==> src/pvdh_pkg.sv <==
package pvdh_pkg;

  localparam int GRID_MAX  = 32;
  localparam int FRAC_BITS = 16;

  localparam int IDX_W   = $clog2(GRID_MAX);
  localparam int SIDE_W  = $clog2(GRID_MAX + 1);
  localparam int DEPTH   = GRID_MAX * GRID_MAX * GRID_MAX;
  localparam int ADDR_W  = $clog2(DEPTH);
  localparam int SHIFT   = 2 * FRAC_BITS;

  localparam int COORD_W = 32;
  localparam int DENS_W  = 32;
  localparam int HALF_W  = 31;
  localparam int GSIDE_W = 6;
  localparam int WIDE_W  = COORD_W + 2;
  localparam int PROD_W  = 64;

  localparam int CFG_IDX_W  = 2;
  localparam int CFG_DATA_W = 32;

  localparam logic [CFG_IDX_W-1:0] REG_HALF_EXTENT    = 2'd0;
  localparam logic [CFG_IDX_W-1:0] REG_GRID_SIDE      = 2'd1;
  localparam logic [CFG_IDX_W-1:0] REG_CELL_SCALE     = 2'd2;
  localparam logic [CFG_IDX_W-1:0] REG_DEPOSIT_AMOUNT = 2'd3;

  localparam logic [HALF_W-1:0]  RST_HALF_EXTENT    = 31'd65536;
  localparam logic [GSIDE_W-1:0] RST_GRID_SIDE      = 6'd32;
  localparam logic [31:0]        RST_CELL_SCALE     = 32'd1048576;
  localparam logic [DENS_W-1:0]  RST_DEPOSIT_AMOUNT = 32'd65536;

  localparam logic OP_DEPOSIT = 1'b0;
  localparam logic OP_LOOKUP  = 1'b1;

  typedef struct packed {
    logic       load;
    logic       wrap;
    logic       range;
    logic       mul;
    logic       clamp;
    logic       addr1;
    logic       addr2;
    logic       read;
    logic       finish;
    logic       clear;
    logic [1:0] axis;
  } pvdh_cmd_t;

  typedef struct packed {
    logic in_box;
    logic clr_last;
    logic out_free;
  } pvdh_sts_t;

endpackage

==> src/pvdh_ctrl.sv <==
module pvdh_ctrl (
  input  logic                clk,
  input  logic                rst_n,
  input  logic                in_valid,
  output logic                in_ready,
  input  pvdh_pkg::pvdh_sts_t sts,
  output pvdh_pkg::pvdh_cmd_t cmd
);

  localparam logic [3:0] S_CLEAR = 4'd0;
  localparam logic [3:0] S_IDLE  = 4'd1;
  localparam logic [3:0] S_WRAP  = 4'd2;
  localparam logic [3:0] S_RANGE = 4'd3;
  localparam logic [3:0] S_MUL   = 4'd4;
  localparam logic [3:0] S_CLAMP = 4'd5;
  localparam logic [3:0] S_ADDR1 = 4'd6;
  localparam logic [3:0] S_ADDR2 = 4'd7;
  localparam logic [3:0] S_READ  = 4'd8;
  localparam logic [3:0] S_DONE  = 4'd9;

  logic [3:0] state_r, state_nxt;
  logic [1:0] axis_r, axis_nxt;

  always_ff @(posedge clk) begin
    if (!rst_n) begin
      state_r <= S_CLEAR;
      axis_r  <= 2'd0;
    end else begin
      state_r <= state_nxt;
      axis_r  <= axis_nxt;
    end
  end

  always_comb begin
    state_nxt = state_r;
    axis_nxt  = axis_r;
    cmd       = '0;
    cmd.axis  = axis_r;
    in_ready  = 1'b0;
    unique case (state_r)
      S_CLEAR: begin
        cmd.clear = 1'b1;
        if (sts.clr_last) state_nxt = S_IDLE;
      end
      S_IDLE: begin
        in_ready = 1'b1;
        if (in_valid) begin
          cmd.load  = 1'b1;
          state_nxt = S_WRAP;
        end
      end
      S_WRAP: begin
        cmd.wrap  = 1'b1;
        state_nxt = S_RANGE;
      end
      S_RANGE: begin
        cmd.range = 1'b1;
        axis_nxt  = 2'd0;
        // drop straight to the result when any axis is outside the box
        state_nxt = sts.in_box ? S_MUL : S_DONE;
      end
      S_MUL: begin
        cmd.mul   = 1'b1;
        state_nxt = S_CLAMP;
      end
      S_CLAMP: begin
        cmd.clamp = 1'b1;
        if (axis_r == 2'd2) begin
          state_nxt = S_ADDR1;
        end else begin
          axis_nxt  = axis_r + 2'd1;
          state_nxt = S_MUL;
        end
      end
      S_ADDR1: begin
        cmd.addr1 = 1'b1;
        state_nxt = S_ADDR2;
      end
      S_ADDR2: begin
        cmd.addr2 = 1'b1;
        state_nxt = S_READ;
      end
      S_READ: begin
        cmd.read  = 1'b1;
        state_nxt = S_DONE;
      end
      S_DONE: begin
        // hold until the output register can take the beat
        if (sts.out_free) begin
          cmd.finish = 1'b1;
          state_nxt  = S_IDLE;
        end
      end
      default: begin
        state_nxt = S_CLEAR;
      end
    endcase
  end

endmodule

==> config.mk <==
export PLATFORM = sky130hd
export DESIGN_NAME = pvdh_ctrl
export DESIGN_NICKNAME = d
export VERILOG_FILES = /design/src/pvdh_pkg.sv /design/src/pvdh_ctrl.sv
export SDC_FILE = /design/constraint.sdc
export NUM_CORES = 1
export LEC_CHECK = 0
export BUFFER_PORTS_ARGS = -buffer_cell sky130_fd_sc_hd__buf_2
export CAP_MARGIN = 20
export CORE_AREA = 2 2 39 41
export CTS_BUF_LIST = sky130_fd_sc_hd__clkbuf_16
export DETAILED_ROUTE_END_ITERATION = 16
export DIE_AREA = 0 0 41 43
export GPL_ROUTABILITY_DRIVEN = 0
export PLACE_DENSITY = 0.64
export SLEW_MARGIN = 15
export SYNTH_ARGS = -nofsm -noshare
export SYNTH_HDL_FRONTEND = slang
export SYNTH_SLANG_ARGS = --single-unit
==> constraint.sdc <==
create_clock -name clk -period 2.2 [get_ports clk]
set_input_delay 0.11 -clock clk [delete_from_list [all_inputs] [get_ports clk]]
set_output_delay 0.11 -clock clk [all_outputs]
set_load 0.005 [all_outputs]
==> out/results.tsv, run 1 <==
metric	value	unit
Syn Area/Cell	7.95	µm²
Final HPWL DP	716	µm
worst hold margin	0.209	ns
final-layout fill cell count	131	
Worst VDD drop	0.000417	V
Finished Layout Cells	93	
vias in the first global route	383	
port buffer count	18	
leakage power	0.281	nW
DR vias	466	
status	finished clean	
dpl cells	90	
Post CTS Setup Buffer Count	0	
worst min path class	primary input to register	
register area share after synthesis	0.252	
Slew Limit Fails	0	
Design Power	602	µW
most numerous cell in the Yosys netlist	nand2b_1	
crit end category	output pin	
chip width	41	µm
Die Area	1760	µm²
initial antenna violation count	0	
gr busiest metal	met2	
cell area after synthesis	477	µm²
# diodes	0	
CTS Buf Count	3	
WP data required	2.09	ns
Post-synth EDFFs	0	
Post-synth ARST share	0	
CP max FO	15	
Pre-Repair DR Iteration Count	2	
post-route cell area	637	µm²
Worst slew margin	0.709	
ranking of synthesized cells by area	dfxtp_1 (25%), nand2b_1 (10%), mux2i_1 (8.4%)	
I/O pin count	19	
Worst EP arrival	1.41	ns
Nets	86	
CTS root buf	clkbuf_16	
Routed wire per std cell	10.9	µm
DR iter-0 viols	1	
PwrDens	945	nW/µm²
FMAX	0.656	GHz
num rows	14	
Area after DPL	562	µm²
Worst Tran Pin Value	0.436	ns
top_reg_cell synth	dfxtp_1	
CORE AREA	1380	µm²
Vias/cell	5.01	
Setup Viol. Count Final	0	
Total Routing Usage GR	0.133	
Die Ht	43	µm
clock slew at reported path FFs	0.03	ns
TritonCTS clock tree	built	
top-area cell type share of the netlist area	0.252	
Skew-Pair Late Insertion Delay	0.22	ns
Yosys top cell by area	dfxtp_1	
clk sinks	6	
final wirelength	1010	µm
post-cts sizing count	0	
grt met2 use	0.200	
Max Clock Skew	0.000415	ns
Hold Buf Count CTS	0	
fin crit period	1.52	ns
#FFs+latches synth	6	
setup TNS	0	ns
YS warnings	0	
Distinct cells, synth	27	
endpoints failing hold	0	
Syn Inst Count	60	
layout cells sized above 1	0.299	
final core occ	0.460	
met3 usage	0.0471	
unrepaired setup endpoints after global routing	no	
first-pass GRT wire length	1660	µm
Longest Clk Path Bufs	2	
critical path class	register to output pin	
Commonest cells post-synth	nand2b_1 (8), dfxtp_1 (6), nand2_1 (5), nor2_1 (5), mux2i_1 (4)	
grt met1 use	0.180	
Worst setup SP type	register	
H-tree depth	1	
post-route worst setup slack	0.676	ns
pin count of the biggest net entering global routing	17	
Post-Syn Nets	67	
Place WS	0.780	ns
Initial Util	0.344	
Tcrit/Tclk final	0.693	
area grow syn2layout	33.6	%
Antenna Violating Nets Remaining	0	
total grt overflow	0	
DR DRC count	0	
maxcap violations	0	
-- sequential cells by signal (all words and copies together), names as in the netlist --
signal / cells
state_r: 4
axis_r: 2
-- metal layers --
layer  wire length (µm)  part of all wire
met2                505              0.50
met4                  0                 0
met1                475              0.47
met5                  0                 0
met3                 31             0.031
-- power by group --
part / switching (mW) / internal [mW]
Sequential: 0.0461 / 0.123
Combinational: 0.0677 / 0.0748
Clock: 0.0572 / 0.233
Total: 0.171 / 0.431
-- cell type report --
class | instances | area, µm² | share of cell area
sequential | 6 | 120 | 0.189
clock buffer | 3 | 75.1 | 0.118
timing repair buffer | 18 | 90.1 | 0.141
tap | 16 | 20.0 | 0.0314
multi-input combinational | 47 | 320 | 0.503
inverter | 3 | 11.3 | 0.0177
-- cells by family after synthesis --
group,share of synthesized area
muxes,0.0840
buffers and inverters,0.0761
DFF,0.252
adders and majority gates,0.0262
AOI/OAI and AO/OA,0.126
and+or+nand+nor,0.436
-- worst max-delay path, cell delays in order, from the launching register on --
cell	delay, ns
dfxtp_1	0.43
or4_1	0.59
inv_1	0.07
buf_2	0.10
-- placed cells by master (no fill, tap or decap), drive strengths merged, types with 3 or more instances in the layout --
cell	count
mux2i	4
nor2	5
nor3	3
clkbuf	3
inv	3
buf	18
nand2b	8
dfxtp	6
nand2	5
-- path summary, 6_finish.rpt --
kind	startpoint	to	slack, ns	cells after the start
min	sts[1]	state_r[0]$_SDFFE_PN0P_	0.21	3
max	state_r[1]$_SDFFE_PN0P_	cmd[2]	0.68	3
min reg2reg	axis_r[0]$_SDFFE_PN0P_	axis_r[0]$_SDFFE_PN0P_	0.47	2
max reg2reg	state_r[2]$_SDFFE_PN0P_	axis_r[0]$_SDFFE_PN0P_	0.74	3
No activity file was read; power rests on OpenSTA's default activity.
==> inputs of run 2 (changes only) <==
--- a/config.mk
+++ b/config.mk
@@ -5,6 +5,7 @@
 export SDC_FILE = /design/constraint.sdc
 export NUM_CORES = 1
 export LEC_CHECK = 0
+export ABC_AREA = 1
 export BUFFER_PORTS_ARGS = -buffer_cell sky130_fd_sc_hd__buf_2
 export CAP_MARGIN = 20
 export CORE_AREA = 2 2 39 41
==> constraint.sdc (replaced) <==
create_clock -name clk -period 1.3 [get_ports clk]
set_input_delay 0.065 -clock clk [delete_from_list [all_inputs] [get_ports clk]]
set_output_delay 0.065 -clock clk [all_outputs]
set_load 0.005 [all_outputs]
==> run 2 against run 1 <==
  * Total power up 50%
  * Global-route usage rose by 2.3 points
  * Final cell count grew 20%
  * First-iteration DRC count rose to 8.0 times the previous value
  * Largest power group unchanged
  * Critical path depth rose by 2
  * Routed wire length increased by 5.5%
  * Clock power increased by 71%
  * Clock skew increased by 0.0012 ns
  * Via count rose by 7.9%
  * Register-to-register slack worse by 0.62 ns
==> out/results.tsv, run 2 <==
metric	value	unit
Pre-Repair DR Iteration Count	4	
Post-synth EDFFs	0	
clock slew at reported path FFs	0.03	ns
area grow syn2layout	44.4	%
top_reg_cell synth	dfxtp_1	
Area after DPL	568	µm²
TritonCTS clock tree	built	
Yosys top cell by area	dfxtp_1	
Die Ht	43	µm
Worst setup SP type	register	
Worst EP arrival	1.16	ns
CTS Buf Count	3	
Hold Buf Count CTS	0	
Nets	105	
crit end category	output pin	
port buffer count	18	
FMAX	0.819	GHz
status	finished clean	
pin count of the biggest net entering global routing	7	
endpoints failing hold	0	
I/O pin count	19	
Largest register FFs	4	
num rows	14	
Net Sw Frac	0.254	
unrepaired setup endpoints after global routing	yes	
Worst VDD drop	0.000743	V
first-pass GRT wire length	1790	µm
Skew-Pair Late Insertion Delay	0.23	ns
WP data required	1.24	ns
combinational power share	0.209	
Distinct cells, synth	18	
initial antenna violation count	0	
Post-Syn Nets	81	
Syn Inst Count	74	
total grt overflow	0	
# diodes	0	
Commonest cells post-synth	inv_1 (15), nor2_1 (13), nand2_1 (9)	
YS warnings	0	
Max Clock Skew	0.00157	ns
cell area after synthesis	450	µm²
post-route worst setup slack	0.0784	ns
#FFs+latches synth	6	
Routed wire per std cell	9.54	µm
H-tree depth	1	
Crit path max-delay family	buffers and inverters	
Top Registers	state_r x4, axis_r x2	
Total Routing Usage GR	0.155	
Syn Area/Cell	6.09	µm²
DR DRC count	0	
Longest Clk Path Bufs	2	
CP max FO	3	
maxcap violations	0	
chip width	41	µm
PwrDens	1390	nW/µm²
most common cell after layout, fill and taps aside	buf_2	
dpl cells	109	
register area share after synthesis	0.267	
Antenna Violating Nets Remaining	0	
leakage power	0.377	nW
critical path class	register to output pin	
Tcrit/Tclk final	0.940	
setup TNS	0	ns
ranking of synthesized cells by area	dfxtp_1 (27%), inv_1 (13%), nor2_1 (11%)	
clk sinks	6	
Place WS	0.0751	ns
sequential share of power	0.242	
CP max stage delay	0.31	ns
WP buf/inv	3	
CORE AREA	1380	µm²
Setup Viol. Count Final	0	
DR iter-0 viols	8	
Die Area	1760	µm²
final wirelength	1070	µm
critical path's slowest cell	dfxtp_1	
Finished Layout Cells	112	
fin crit period	1.22	ns
Slew Limit Fails	0	
layout cells sized above 1	0.417	
worst min path class	primary input to register	
worst r2r src	state_r[2]$_SDFFE_PN0P_	
hold_sp	sts[2]	
Vias/cell	4.49	
vias in the first global route	463	
worst path cell trace	buf_4, nor2_1, inv_1, nor3_1, buf_2	
DR vias	503	
post-route cell area	651	µm²
most numerous cell in the Yosys netlist	inv_1	
Post-synth ARST share	0	
Worst slew margin	0.854	
worst setup path start	state_r[0]$_SDFFE_PN0P_	
CTS root buf	clkbuf_16	
Pint	674	µW
leading cell types in the layout, fill and taps excluded	buf_2 (18), inv_1 (15), nor2_1 (13)	
final-layout fill cell count	152	
Initial Util	0.325	
Reg with most FFs	state_r	
part of the power in the clock network	0.549	
Final HPWL DP	890	µm
NetSw	230	µW
Worst Tran Pin Value	0.216	ns
final core occ	0.470	
top-area cell type share of the netlist area	0.267	
run 2: routing by layer:
layer / routed length (µm) / GRT usage
met5: 0 / 0
met3: 125 / 0.0628
met2: 458 / 0.219
met4: 41 / 0.120
met1: 442 / 0.176
run 2: repair_timing:
item | CTS | global route
buffers inserted | 0 | 0
setup endpoints to repair | 1 | 7
gates cloned | 0 | 0
resized for setup | 1 | 2
run 2: logic make-up (layout without fill, tap and decap cells):
group                    count (synthesis)  after routing  share of synthesized area
AND/OR/NAND/NOR                         36             36                      0.386
buffers and inverters                   21             43                      0.175
AO/OA/AOI/OAI                           10             10                      0.144
flip-flops                               6              6                      0.267
adder cells (fa/ha/maj)                  1              1                     0.0278
run 2: cell type report:
cell class	instances	area, µm²	area share
clock buffer	3	75.1	0.115
multi-input combinational	47	256	0.394
sequential	6	123	0.188
tap	16	20.0	0.0308
inverter	21	78.8	0.121
timing repair buffer	19	97.6	0.150
run 2: worst paths after layout:
path / endpoint / slack, ns / depth (start not counted)
max reg2reg: axis_r[0]$_SDFFE_PN0P_ / 0.12 / 7
min reg2reg: axis_r[0]$_SDFFE_PN0P_ / 0.53 / 2
max: cmd[8] / 0.08 / 5
min: state_r[2]$_SDFFE_PN0P_ / 0.09 / 3
run 2: worst min-delay path, delay by kind of cell:
family,cells,cell delay (ns)
simple gates,1,0.06
buf+inv,1,0.11
compound gates,1,0.05
run 2: power by group through the flow:
| stage | Sequential, mW | Combinational (mW) | Clock, mW |
|---|---|---|---|
| 3_5_place_dp | 0.220 | 0.187 | 0 |
| 6_report | 0.218 | 0.189 | 0.496 |
| 3_3_place_gp | 0.220 | 0.188 | 0 |
| 2_1_floorplan | 0.219 | 0.120 | 0 |
| 4_1_cts | 0.218 | 0.191 | 0.505 |
| 5_1_grt | 0.220 | 0.214 | 0.515 |
run 2: through the flow:
stage	hold slack, ns	power [mW]
2_1_floorplan	0.201	0.338
5_1_grt	0.101	0.949
3_5_place_dp	0.333	0.407
3_3_place_gp	0.336	0.408
4_1_cts	0.0933	0.914
6_report	0.0916	0.904
==> inputs of run 3 (changes only) <==
--- a/config.mk
+++ b/config.mk
@@ -13,7 +13,7 @@
 export DETAILED_ROUTE_END_ITERATION = 16
 export DIE_AREA = 0 0 41 43
 export GPL_ROUTABILITY_DRIVEN = 0
-export PLACE_DENSITY = 0.64
+export PLACE_DENSITY = 0.6
 export SLEW_MARGIN = 15
 export SYNTH_ARGS = -nofsm -noshare
 export SYNTH_HDL_FRONTEND = slang
==> run 3 against run 2 <==
  * Clock skew shrank 0.00053 ns
  * Global-route usage grew 0.36 points
  * Combinational power grew 3%
  * Register-to-register slack gained 0.03 ns
  * Critical path depth is the same
  * Via count grew 2.0%
  * Hold slack lost 0.0020 ns
  * Highest routed layer unchanged
  * Setup slack lost 0.0030 ns
  * Total power grew 1.3%
==> out/results.tsv, run 3 (synthesized netlist as in run 2, its figures left out) <==
metric	value	unit
status	finished clean	
worst min path class	primary input to register	
Initial Util	0.325	
layout cells sized above 1	0.448	
post-route worst setup slack	0.0754	ns
DR vias	513	
Max Clock Skew	0.00105	ns
FMAX	0.817	GHz
Skew-Pair Late Insertion Delay	0.23	ns
Nets	105	
# diodes	0	
final wirelength	1160	µm
post-cts sizing count	1	
Die Area	1760	µm²
pin count of the biggest net entering global routing	7	
area grow syn2layout	48.6	%
dpl cells	109	
WP data required	1.24	ns
total grt overflow	0	
port buffer count	18	
Reg with most FFs	state_r	
Place WS	0.0781	ns
Final HPWL DP	910	µm
clock slew at reported path FFs	0.04	ns
leading cell types in the layout, fill and taps excluded	buf_2 (18), inv_1 (14), nor2_1 (13)	
TritonCTS clock tree	built	
maxcap violations	0	
Antenna Violating Nets Remaining	0	
CP max FO	3	
initial antenna violation count	0	
Worst setup SP type	register	
Worst Tran Pin Value	0.193	ns
leakage power	0.377	nW
Vias/cell	4.58	
DR iter-0 viols	12	
Top Registers	state_r x4, axis_r x2	
Worst EP arrival	1.16	ns
chip width	41	µm
Pre-Repair DR Iteration Count	4	
Largest register FFs	4	
CORE AREA	1380	µm²
Routed wire per std cell	10.3	µm
Worst VDD drop	0.000860	V
crit end category	output pin	
Total Routing Usage GR	0.159	
CTS root buf	clkbuf_16	
Die Ht	43	µm
R2R Setup Slk	0.15	ns
Design Power	916	µW
worst hold margin	0.0896	ns
Hold Buf Count CTS	0	
DR DRC count	0	
critical path class	register to output pin	
Finished Layout Cells	112	
Slew Limit Fails	0	
Worst slew margin	0.870	
H-tree depth	1	
CTS Buf Count	3	
fin crit period	1.22	ns
num rows	14	
PwrDens	1370	nW/µm²
Setup Viol. Count Final	0	
endpoints failing hold	0	
vias in the first global route	482	
Tcrit/Tclk final	0.942	
I/O pin count	19	
clk sinks	6	
Post CTS Setup Buffer Count	0	
most common cell after layout, fill and taps aside	buf_2	
first-pass GRT wire length	1880	µm
Longest Clk Path Bufs	2	
run 3: cell types whose count changed in the layout (fill, tap and decap cells not counted):
cell	previous run	this run
nor2_2	2	1
nor3_2	0	1
nor2_4	3	4
nor3_1	2	1
o21ai_4	0	1
inv_2	6	7
o21ai_2	1	0
inv_1	15	14
dfxtp_2	2	3
dfxtp_1	4	3
run 3: layer usage:
metal | global-route usage | up-vias | routed length (µm) | share of wire
li1 | - | 267 | - | -
met2 | 0.241 | 19 | 542 | 0.47
met3 | 0.0314 | 2 | 84 | 0.073
met1 | 0.195 | 225 | 523 | 0.45
met5 | 0 | - | 0 | 0
met4 | 0.100 | 0 | 8 | 0.0069
run 3: cell type report:
class | instances | area, µm²
well taps | 16 | 20.0
fillers | 152 | 714
multi-input cells | 47 | 274
flip-flops and latches | 6 | 124
repair buffers | 19 | 97.6
clock buffers | 3 | 75.1
inverters | 21 | 78.8
run 3: worst paths after layout:
kind,endpoint,startpoint,cells after the start
worst max-delay path,cmd[8],state_r[0]$_SDFFE_PN0P_,5
worst min-delay path,state_r[2]$_SDFFE_PN0P_,sts[2],3
worst max register to register,axis_r[0]$_SDFFE_PN0P_,state_r[2]$_SDFFE_PN0P_,7
worst min register to register,axis_r[1]$_SDFFE_PN0P_,axis_r[1]$_SDFFE_PN0P_,2
run 3: stage by stage:
step | setup TNS (ns) | utilization | area [µm²]
6_report | 0 | 0.484 | 669
5_1_grt | -0.0131 | 0.484 | 669
4_1_cts | 0 | 0.468 | 648
3_5_place_dp | 0 | 0.410 | 568
3_3_place_gp | 0 | 0.410 | 568
2_1_floorplan | 0 | - | 450
run 3: critical path: stages (launching register included):
cell and delay (ns):
dfxtp_1 0.30, buf_4 0.14, nor2_1 0.15, inv_1 0.10, nor3_2 0.11, buf_2 0.13
run 3: where the power goes:
part / leakage [nW] / internal, mW / switching (mW) / total, mW
combinational: 0.290 / 0.0796 / 0.115 / 0.195
sequential: 0.0502 / 0.202 / 0.0168 / 0.219
clock: 0.0370 / 0.395 / 0.107 / 0.502
